[config.mk]
export PLATFORM = sky130hd
export DESIGN_NAME = aes_key
export DESIGN_NICKNAME = d
export VERILOG_FILES = /design/src/sv/aes_pkg.sv /design/src/sv/aes_key.sv
export SDC_FILE = /design/constraint.sdc
export NUM_CORES = 2
export LEC_CHECK = 0
export BUFFER_PORTS_ARGS = -buffer_cell sky130_fd_sc_hd__buf_2
export CORE_AREA = 2 2 571 573
export CTS_CLUSTER_SIZE = 30
export DETAILED_ROUTE_END_ITERATION = 10
export DIE_AREA = 0 0 573 575
export PLACE_DENSITY_LB_ADDON = 0.2
export SLEW_MARGIN = 10
export SYNTH_ARGS = -nofsm -noshare
export SYNTH_HDL_FRONTEND = slang
export SYNTH_SLANG_ARGS = --single-unit
[constraint.sdc]
create_clock -name clk -period 15.91 [get_ports clk]
set_input_delay 3.182 -clock clk [delete_from_list [all_inputs] [get_ports clk]]
set_output_delay 3.182 -clock clk [all_outputs]
set_load 0.01 [all_outputs]
[src/sv/aes_pkg.sv]
// Package for the AES-128 pipeline: pipeline types, substitution tables,
// round constants and the byte-level round functions. No dependencies.
package aes_pkg;

	localparam int unsigned NR = 10;

	typedef logic [127:0] blk_t;

	typedef enum logic {
		KIND_ENC = 1'b0,
		KIND_DEC = 1'b1
	} kind_t;

	typedef enum logic {
		REG_KEY_HIGH = 1'b0,
		REG_KEY_LOW  = 1'b1
	} cfg_reg_t;

	typedef struct packed {
		kind_t kind;
		blk_t  st;
	} stage_t;

	localparam logic [7:0] FWD_BOX [256] = '{
		8'h63,8'h7c,8'h77,8'h7b,8'hf2,8'h6b,8'h6f,8'hc5,8'h30,8'h01,8'h67,8'h2b,8'hfe,8'hd7,8'hab,8'h76,
		8'hca,8'h82,8'hc9,8'h7d,8'hfa,8'h59,8'h47,8'hf0,8'had,8'hd4,8'ha2,8'haf,8'h9c,8'ha4,8'h72,8'hc0,
		8'hb7,8'hfd,8'h93,8'h26,8'h36,8'h3f,8'hf7,8'hcc,8'h34,8'ha5,8'he5,8'hf1,8'h71,8'hd8,8'h31,8'h15,
		8'h04,8'hc7,8'h23,8'hc3,8'h18,8'h96,8'h05,8'h9a,8'h07,8'h12,8'h80,8'he2,8'heb,8'h27,8'hb2,8'h75,
		8'h09,8'h83,8'h2c,8'h1a,8'h1b,8'h6e,8'h5a,8'ha0,8'h52,8'h3b,8'hd6,8'hb3,8'h29,8'he3,8'h2f,8'h84,
		8'h53,8'hd1,8'h00,8'hed,8'h20,8'hfc,8'hb1,8'h5b,8'h6a,8'hcb,8'hbe,8'h39,8'h4a,8'h4c,8'h58,8'hcf,
		8'hd0,8'hef,8'haa,8'hfb,8'h43,8'h4d,8'h33,8'h85,8'h45,8'hf9,8'h02,8'h7f,8'h50,8'h3c,8'h9f,8'ha8,
		8'h51,8'ha3,8'h40,8'h8f,8'h92,8'h9d,8'h38,8'hf5,8'hbc,8'hb6,8'hda,8'h21,8'h10,8'hff,8'hf3,8'hd2,
		8'hcd,8'h0c,8'h13,8'hec,8'h5f,8'h97,8'h44,8'h17,8'hc4,8'ha7,8'h7e,8'h3d,8'h64,8'h5d,8'h19,8'h73,
		8'h60,8'h81,8'h4f,8'hdc,8'h22,8'h2a,8'h90,8'h88,8'h46,8'hee,8'hb8,8'h14,8'hde,8'h5e,8'h0b,8'hdb,
		8'he0,8'h32,8'h3a,8'h0a,8'h49,8'h06,8'h24,8'h5c,8'hc2,8'hd3,8'hac,8'h62,8'h91,8'h95,8'he4,8'h79,
		8'he7,8'hc8,8'h37,8'h6d,8'h8d,8'hd5,8'h4e,8'ha9,8'h6c,8'h56,8'hf4,8'hea,8'h65,8'h7a,8'hae,8'h08,
		8'hba,8'h78,8'h25,8'h2e,8'h1c,8'ha6,8'hb4,8'hc6,8'he8,8'hdd,8'h74,8'h1f,8'h4b,8'hbd,8'h8b,8'h8a,
		8'h70,8'h3e,8'hb5,8'h66,8'h48,8'h03,8'hf6,8'h0e,8'h61,8'h35,8'h57,8'hb9,8'h86,8'hc1,8'h1d,8'h9e,
		8'he1,8'hf8,8'h98,8'h11,8'h69,8'hd9,8'h8e,8'h94,8'h9b,8'h1e,8'h87,8'he9,8'hce,8'h55,8'h28,8'hdf,
		8'h8c,8'ha1,8'h89,8'h0d,8'hbf,8'he6,8'h42,8'h68,8'h41,8'h99,8'h2d,8'h0f,8'hb0,8'h54,8'hbb,8'h16
	};

	localparam logic [7:0] REV_BOX [256] = '{
		8'h52,8'h09,8'h6a,8'hd5,8'h30,8'h36,8'ha5,8'h38,8'hbf,8'h40,8'ha3,8'h9e,8'h81,8'hf3,8'hd7,8'hfb,
		8'h7c,8'he3,8'h39,8'h82,8'h9b,8'h2f,8'hff,8'h87,8'h34,8'h8e,8'h43,8'h44,8'hc4,8'hde,8'he9,8'hcb,
		8'h54,8'h7b,8'h94,8'h32,8'ha6,8'hc2,8'h23,8'h3d,8'hee,8'h4c,8'h95,8'h0b,8'h42,8'hfa,8'hc3,8'h4e,
		8'h08,8'h2e,8'ha1,8'h66,8'h28,8'hd9,8'h24,8'hb2,8'h76,8'h5b,8'ha2,8'h49,8'h6d,8'h8b,8'hd1,8'h25,
		8'h72,8'hf8,8'hf6,8'h64,8'h86,8'h68,8'h98,8'h16,8'hd4,8'ha4,8'h5c,8'hcc,8'h5d,8'h65,8'hb6,8'h92,
		8'h6c,8'h70,8'h48,8'h50,8'hfd,8'hed,8'hb9,8'hda,8'h5e,8'h15,8'h46,8'h57,8'ha7,8'h8d,8'h9d,8'h84,
		8'h90,8'hd8,8'hab,8'h00,8'h8c,8'hbc,8'hd3,8'h0a,8'hf7,8'he4,8'h58,8'h05,8'hb8,8'hb3,8'h45,8'h06,
		8'hd0,8'h2c,8'h1e,8'h8f,8'hca,8'h3f,8'h0f,8'h02,8'hc1,8'haf,8'hbd,8'h03,8'h01,8'h13,8'h8a,8'h6b,
		8'h3a,8'h91,8'h11,8'h41,8'h4f,8'h67,8'hdc,8'hea,8'h97,8'hf2,8'hcf,8'hce,8'hf0,8'hb4,8'he6,8'h73,
		8'h96,8'hac,8'h74,8'h22,8'he7,8'had,8'h35,8'h85,8'he2,8'hf9,8'h37,8'he8,8'h1c,8'h75,8'hdf,8'h6e,
		8'h47,8'hf1,8'h1a,8'h71,8'h1d,8'h29,8'hc5,8'h89,8'h6f,8'hb7,8'h62,8'h0e,8'haa,8'h18,8'hbe,8'h1b,
		8'hfc,8'h56,8'h3e,8'h4b,8'hc6,8'hd2,8'h79,8'h20,8'h9a,8'hdb,8'hc0,8'hfe,8'h78,8'hcd,8'h5a,8'hf4,
		8'h1f,8'hdd,8'ha8,8'h33,8'h88,8'h07,8'hc7,8'h31,8'hb1,8'h12,8'h10,8'h59,8'h27,8'h80,8'hec,8'h5f,
		8'h60,8'h51,8'h7f,8'ha9,8'h19,8'hb5,8'h4a,8'h0d,8'h2d,8'he5,8'h7a,8'h9f,8'h93,8'hc9,8'h9c,8'hef,
		8'ha0,8'he0,8'h3b,8'h4d,8'hae,8'h2a,8'hf5,8'hb0,8'hc8,8'heb,8'hbb,8'h3c,8'h83,8'h53,8'h99,8'h61,
		8'h17,8'h2b,8'h04,8'h7e,8'hba,8'h77,8'hd6,8'h26,8'he1,8'h69,8'h14,8'h63,8'h55,8'h21,8'h0c,8'h7d
	};

	localparam logic [7:0] RCON [NR] = '{
		8'h01,8'h02,8'h04,8'h08,8'h10,8'h20,8'h40,8'h80,8'h1b,8'h36
	};

	function automatic logic [7:0] xt(logic [7:0] v);
		return {v[6:0], 1'b0} ^ (v[7] ? 8'h1b : 8'h00);
	endfunction

	function automatic blk_t sub_bytes(blk_t s, logic inv);
		blk_t o;
		for (int i = 0; i < 16; i++) begin
			o[127-8*i -: 8] = inv ? REV_BOX[s[127-8*i -: 8]] : FWD_BOX[s[127-8*i -: 8]];
		end
		return o;
	endfunction

	function automatic blk_t shift_rows(blk_t s, logic inv);
		blk_t o;
		int   src;
		for (int c = 0; c < 4; c++) begin
			for (int r = 0; r < 4; r++) begin
				src = inv ? (((c + 3 * r) & 3) * 4 + r) : (((c + r) & 3) * 4 + r);
				o[127-8*(c*4+r) -: 8] = s[127-8*src -: 8];
			end
		end
		return o;
	endfunction

	function automatic blk_t mix_cols(blk_t s, logic inv);
		blk_t       o;
		logic [7:0] a [4];
		logic [7:0] x2 [4];
		logic [7:0] x4 [4];
		logic [7:0] x8 [4];
		for (int c = 0; c < 4; c++) begin
			for (int k = 0; k < 4; k++) begin
				a[k]  = s[127-8*(c*4+k) -: 8];
				x2[k] = xt(a[k]);
				x4[k] = xt(x2[k]);
				x8[k] = xt(x4[k]);
			end
			for (int r = 0; r < 4; r++) begin
				if (inv) begin
					o[127-8*(c*4+r) -: 8] = (x8[r] ^ x4[r] ^ x2[r])
						^ (x8[(r+1)&3] ^ x2[(r+1)&3] ^ a[(r+1)&3])
						^ (x8[(r+2)&3] ^ x4[(r+2)&3] ^ a[(r+2)&3])
						^ (x8[(r+3)&3] ^ a[(r+3)&3]);
				end else begin
					o[127-8*(c*4+r) -: 8] = x2[r] ^ (x2[(r+1)&3] ^ a[(r+1)&3])
						^ a[(r+2)&3] ^ a[(r+3)&3];
				end
			end
		end
		return o;
	endfunction

endpackage

[src/sv/aes_key.sv]
// Key registers and the sequential key schedule that fills the 11 round keys.
// Depends on aes_pkg.
module aes_key (
	input  logic                  clk,
	input  logic                  arst_n,
	input  logic                  cfg_we,
	input  logic                  cfg_idx,
	input  logic [63:0]           cfg_data,
	output aes_pkg::blk_t         rk [aes_pkg::NR+1],
	output logic                  key_ok
);
	logic [63:0]   key_hi_q, key_lo_q;
	logic          busy_q;
	logic [3:0]    cnt_q;
	aes_pkg::blk_t rk_q [aes_pkg::NR+1];
	aes_pkg::blk_t prev, nxt;
	logic [31:0]   t;
	logic [31:0]   w4, w5, w6, w7;

	always_comb begin
		prev = rk_q[cnt_q - 4'd1];
		t = {aes_pkg::FWD_BOX[prev[23:16]] ^ aes_pkg::RCON[cnt_q - 4'd1],
			aes_pkg::FWD_BOX[prev[15:8]], aes_pkg::FWD_BOX[prev[7:0]],
			aes_pkg::FWD_BOX[prev[31:24]]};
		w4 = prev[127:96] ^ t;
		w5 = prev[95:64] ^ w4;
		w6 = prev[63:32] ^ w5;
		w7 = prev[31:0] ^ w6;
		nxt = {w4, w5, w6, w7};
	end

	always_ff @(posedge clk or negedge arst_n) begin
		if (!arst_n) begin
			key_hi_q <= '0;
			key_lo_q <= '0;
			busy_q   <= 1'b1;
			cnt_q    <= '0;
		end else if (cfg_we) begin
			if (cfg_idx == aes_pkg::REG_KEY_HIGH) begin
				key_hi_q <= cfg_data;
			end else begin
				key_lo_q <= cfg_data;
			end
			busy_q <= 1'b1;
			cnt_q  <= '0;
		end else if (busy_q) begin
			if (cnt_q == 4'(aes_pkg::NR)) begin
				busy_q <= 1'b0;
			end
			cnt_q <= cnt_q + 4'd1;
		end
	end

	always_ff @(posedge clk) begin
		if (busy_q && !cfg_we) begin
			if (cnt_q == 4'd0) begin
				rk_q[0] <= {key_hi_q, key_lo_q};
			end else begin
				rk_q[cnt_q] <= nxt;
			end
		end
	end

	assign rk     = rk_q;
	assign key_ok = !busy_q;
endmodule

# Word level (Yosys, flattened, before mapping)
# Memory sizes are Yosys's and may differ from the RTL's.
# Index checks and enable logic that the tools add are counted.
# word_totals
ff_bits,1541
latchBits,0
ramBits,0
mem_bits_ro,8320
elab_cells,74
mem_count,5
# op_classes
n_addsub,2
multipliers,0
div_mod_pow,0
magnitude_cmp,7
n_eq_ne,1
n_shift,0
mux,22
bitwise_logic,13
n_reduce_logical,9
# memory_table
name,depth,word_bits,rd,rd_clocked_by_memory_dff,wr,line_no,source
(no name shown),256,8,1,0,0,aes_key.sv:24,aes_pkg::FWD_BOX[prev[31:24]]};
(no name shown),256,8,1,0,0,aes_key.sv:23,"aes_pkg::FWD_BOX[prev[15:8]], aes_pkg::FWD_BOX[prev[7:0]],"
(no name shown),256,8,1,0,0,aes_key.sv:23,
(no name shown),256,8,1,0,0,aes_key.sv:22,"t = {aes_pkg::FWD_BOX[prev[23:16]] ^ aes_pkg::RCON[cnt_q - 4'd1],"
(no name shown),16,8,1,0,0,aes_key.sv:22,
# op_table
cell,n
$bwmux 1408,1
$bmux 128 s4,1
$demux 128 s4,1
$mux 128,4
$xor 32x32->32,4
$mux 8,10
$ge 9x9->1 const B,4
$not 8->9,4
$ge 5x5->1 const B,2
$not 4->5,2
$mux 4,2
$xor 8x8->8,1
$reduce_and 2->1,3
$lt 5x1->1 const B,1
$add 4x1->4 const B,1
$eq 4x4->1 const B,1
$logic_not 4->1,1
$sub 4x1->4 const B,1
$mux 1,3
$logic_and 1x1->1,2
$logic_not 1->1,2
$not 1->1,2
$reduce_bool 2->1,1

# Depth between registers and ports, before layout
# depth
ltp_word,16
depth_mapped,33
depth_no_buf,18

# Worst setup path after synthesis
# OpenSTA, ideal clock, no wires.
# synth_timing
path_kind,reg2reg
start,register cnt_q[0] (netlist name)
end,"register rk_q, in the netlist rk[1280] (enable)"
setup_time_ns,0.798
arrival_time_ns,12.916
required_ns,15.112
slack_ns,2.196
stages_incl_launch_ff,14
path_buffers,9
period_less_slack_ns,13.714
cell_sequence,dfrtp_1 -> buf_4 -> inv_1 -> buf_2 -> clkbuf_1 -> buf_1 -> clkbuf_1 -> clkbuf_1 -> buf_1 -> clkbuf_1 -> ha_1 -> nor3b_1 -> clkbuf_1 -> nor3b_1
# synth_lines
element,line_no,source
end signal: indexed assignment,aes_key.sv:59,rk_q[cnt_q] <= nxt;
end: declaration,aes_key.sv:15,aes_pkg::blk_t rk_q [aes_pkg::NR+1];

# Final worst setup path
# layout_timing
start,register cnt_q[0]
end,"register rk_q, in the netlist rk[773], data pin"
# layout_between
elab_chain_cells,14
word_cells_on_any_way,20
classes_between,add/sub: 1; order compare: 2; mux: 8; bitwise: 7; reduce/logical: 1; memory: 1
# layout_rtl
element,line_no,source
start: declaration,aes_key.sv:14,logic [3:0] cnt_q;
start signal: assignment,aes_key.sv:50,cnt_q <= cnt_q + 4'd1;
$sub 4x1->4 *,aes_key.sv:21,prev = rk_q[cnt_q - 4'd1];
$not 4->5 (implied by the code) *,aes_key.sv:21,
$bmux 128 s4 *,aes_key.sv:21,
$mux 128 (implied by the code) * (2 in a row),aes_key.sv:21,
$not 8->9 (implied by the code),aes_key.sv:24,
$mem_v2 256x8,n/a,
$mux 8 (implied by the code) (2 in a row),aes_key.sv:24,
$xor 32x32->32,aes_key.sv:25,w4 = prev[127:96] ^ t;
$xor 32x32->32,aes_key.sv:26,w5 = prev[95:64] ^ w4;
$xor 32x32->32,aes_key.sv:27,w6 = prev[63:32] ^ w5;
$xor 32x32->32 *,aes_key.sv:28,w7 = prev[31:0] ^ w6;
net w7[5],aes_key.sv:18,"logic [31:0] w4, w5, w6, w7;"
$bwmux 1408 *,aes_key.sv:59,
# Mark *: on every way through the listed nets, which the timed path passes. The rest lies on a longest branch. The select of a mux whose other input is x is not followed.
# A chain may end at the register's enable or synchronous reset.

==> metrics.log <==
INFO  metric clk_tree_root_cell = sky130_fd_sc_hd__clkbuf_16
INFO  metric n_fill_cell = 33,300
INFO  metric cts-hold-fix-buffers = 0
INFO  metric drt_iter0_markers = 8,521
INFO  metric via_count = 64,800
INFO  metric drive_above_1_share = 35.4%
INFO  metric crit_slowest_cell = sky130_fd_sc_hd__xnor2_1
INFO  metric netlist_top_cells_count = 1,408 x sky130_fd_sc_hd__edfxtp_1, 407 x sky130_fd_sc_hd__nor2_1, 382 x sky130_fd_sc_hd__a21oi_1
INFO  metric crit_path_cell_trace = inv_8, ha_1, xnor2_4, buf_4, o2111a_1, buf_4, a32o_1, buf_4, ha_1, clkinv_1, a211oi_2, a211oi_1, o21bai_1, o211ai_1, a32oi_1, nand4_1, xnor2_1, xnor2_2
INFO  metric cts_post_setup_buffers_inserted = 0
INFO  metric port_buffers = 1,476
INFO  metric number_of_cells_on_the_worst_reg_to_reg_path = 18
INFO  metric unrepaired_setup_endpoints_after_global_routing = false
INFO  metric hold_path_depth = 1
INFO  metric ys.warnings.count = 0
INFO  metric wire_length_of_the_first_global_routing_pass = 660,000 um
INFO  metric maximum_number_of_pins_on_one_net_before_global_route_repair = 130
INFO  metric power_density = 209 mW/mm2
INFO  metric finalWorstPathRequiredPeriod = 10,290 ps
INFO  metric vias_per_std_cell = 5.57
INFO  metric timing_worst_slew_pin_value = 1520 ps
INFO  metric timing.critical_path.from_type = flip-flop
INFO  metric globalplace.congestion = 0.996
INFO  metric synth_async_reset_ratio = 8.63%
INFO  metric core-area = 0.323 mm2
INFO  metric hpwl = 386,000 um
INFO  metric route.final.wire_length = 513,000 um
INFO  metric area_of_the_mapped_netlist = 0.0759 mm2
INFO  metric end_kind = flip-flop
INFO  metric critical_path_required = 16,300 ps
INFO  metric syn-mean-instance-area = 13.4 um2
INFO  metric die_area = 0.329 mm2
INFO  metric postSynthCellCount = 5,676
INFO  metric final_cell_area_excluding_filler_cells = 0.0956 mm2
INFO  metric final-max-slew-violation-count = 15
INFO  metric number_of_antenna_violations_at_the_first_check_in_global_routing = 63
INFO  metric syn_nets = 5,806
INFO  metric synth_top_cell_by_area = sky130_fd_sc_hd__edfxtp_1
INFO  metric synth_edf_count = 1,408
INFO  metric setup-tns-final = 0 ps
INFO  metric cts_buffer_depth = 4
INFO  metric critPathMaxStageDelay = 1290 ps
INFO  metric groute.usage.overall = 29.8%
INFO  metric drt_drc_violations_left = 0
INFO  metric floorplan.die.width = 573 um
INFO  metric max_cap_viol_count = 0
INFO  metric postPlaceCellArea = 0.0894 mm2
INFO  metric io_pins = 1,477
INFO  metric drt_first_pass_iters = 8
INFO  metric dominantRegCellSynth = sky130_fd_sc_hd__edfxtp_1
INFO  metric drtAntennaViolNets = 0
INFO  metric insertion_delay = 900 ps
INFO  metric max_freq = 97.2 MHz
INFO  metric start_util = 23.5%
INFO  metric report.final.setup_viol = 0
INFO  metric power.leakage = 33.9 nW
INFO  metric globalRouteOverflowTotal = 0
INFO  metric tritoncts = yes
INFO  metric vdd_ir_drop_max = 113 uV
INFO  metric synth.ff_latch_count = 1,541
INFO  metric crit_path_frequent_cell = sky130_fd_sc_hd__buf_4
INFO  metric cts_made_buffers = 186
INFO  metric yosysUniqueCellTypes = 116
INFO  metric clock-skew-final = 105 ps
INFO  metric path_class = reg2reg
INFO  metric synth_top_area_share = 55.7%
INFO  metric timing.critical_path.arrival = 10,680 ps
INFO  metric path_max_fanout = 41
INFO  metric cts_repair_resize_count = 0
INFO  metric layout_worst_path_cycle_share = 64.7%
INFO  metric yosysMostFrequentCell = sky130_fd_sc_hd__edfxtp_1
INFO  metric synthTopCellsByArea = sky130_fd_sc_hd__edfxtp_1 56%, sky130_fd_sc_hd__mux4_2 6.6%, sky130_fd_sc_hd__dfrtp_1 4.3%
INFO  metric run_status = finished, violations left
INFO  metric failing_checks = slew limit
INFO  metric seq_area_frac_synth = 60.1%
INFO  metric timing.hold.worst.class = reg2reg
INFO  metric fp-row-count = 209
INFO  metric grt_pass1_vias = 62,100
INFO  metric avgRoutedWirePerCell = 44.1 um
INFO  metric timing.max_slew.rel_slack = -1.55%
INFO  metric synth_to_final_area_change = 25.9%
INFO  metric nets = 7,248
INFO  metric clkSlewWorstSetupHoldPaths = 60 ps
INFO  metric hold-worst-slack = 496 ps
INFO  metric h_tree_depth_reported_by_cts = 4
INFO  metric clkSinkCount = 1,541
INFO  metric die-height = 575 um
INFO  metric finalHoldViolCount = 0
## sequential cells by signal (all words and copies together) (netlist names)
name / count
busy_q: 1
cnt_q: 4
key_hi_q: 64
key_lo_q: 64
rk: 1408
## cell families after synthesis
group,after synthesis,share of synthesized area [%]
xor gates and xnor gates,215,2.65
adders and majority gates,63,1.03
AOI/OAI and AO/OA,1506,13.7
muxes,572,11.5
DFF,1541,60.1
and+or+nand+nor,1247,7.70
buffers and inverters,532,3.34
## power by group
part,leakage (nW),total (mW),internal (mW),switching (mW)
clock network,2.98,4.40,2.52,1.89
registers,14.3,6.52,6.33,0.197
logic,16.6,9.04,2.09,6.95
## final timing paths
kind / startpoint / end / slack [ps]
max: cnt_q[0] / rk[773] / 5620
min: key_lo_q[3] / key_lo_q[3] / 500
max reg2reg: cnt_q[0] / rk[773] / 5620
min reg2reg: key_lo_q[3] / key_lo_q[3] / 500
max in group asynchronous: arst_n / key_lo_q[2] / 12160
min in group asynchronous: arst_n / key_hi_q[42] / 2270
## layer usage
metal  GRT usage [%]  wire length [um]  up-vias
met4            14.1             28500       16
met1            37.6            202000    34600
li1                -                 -    25400
met3            8.29             49100      717
met2            47.2            233000     4112
met5               0               105        -
## area by class of cell
type / instances / area, um2 / area share, %
clock buffer: 229 / 4870 / 5.09
tap: 4325 / 5410 / 5.66
antenna: 36 / 90.1 / 0.0942
sequential: 1541 / 45600 / 47.7
timing repair buffer: 1736 / 9480 / 9.91
multi-input combinational: 3603 / 28700 / 30.0
inverter: 50 / 200 / 0.209
clock inverter: 111 / 1250 / 1.31
## cells in the final DEF (no fill, tap or decap), drive strengths merged, types with 50 or more instances in the layout
master	n
ha	62
nor3	91
a21oi	387
mux2i	194
a211oi	70
dfrtp	132
inv	55
clkinv	81
mux2	155
mux4	223
and2	150
a31oi	64
o21ai	274
nand2	280
nor2	413
edfxtp	1408
clkbuf	230
a221oi	50
o211ai	107
xnor2	149
nand3	191
xor2	65
buf	1735
## metrics by stage
| step | util (%) | setup WS, ps | instances | power (mW) |
|---|---|---|---|---|
| detailed placement | 27.7 | 5950 | 11300 | 15.4 |
| floorplan | - | 2200 | 5676 | 10.4 |
| finish | 29.6 | 5620 | 11600 | 20.0 |
| CTS | 29.5 | 5890 | 11600 | 19.9 |
| global placement | 27.6 | 5900 | 11300 | 15.4 |
| global route | 29.6 | 5750 | 11600 | 20.4 |
## critical path: cells and delay by family (launching register included)
family,cells,cell delay (ps)
adders and majority gates,2,730
xor gates and xnor gates,3,2390
AOI/OAI and AO/OA,7,2860
DFF,1,810
and+or+nand+nor,1,680
buffers and inverters,5,2170
Note: power is estimated with default switching activity, not from simulation.
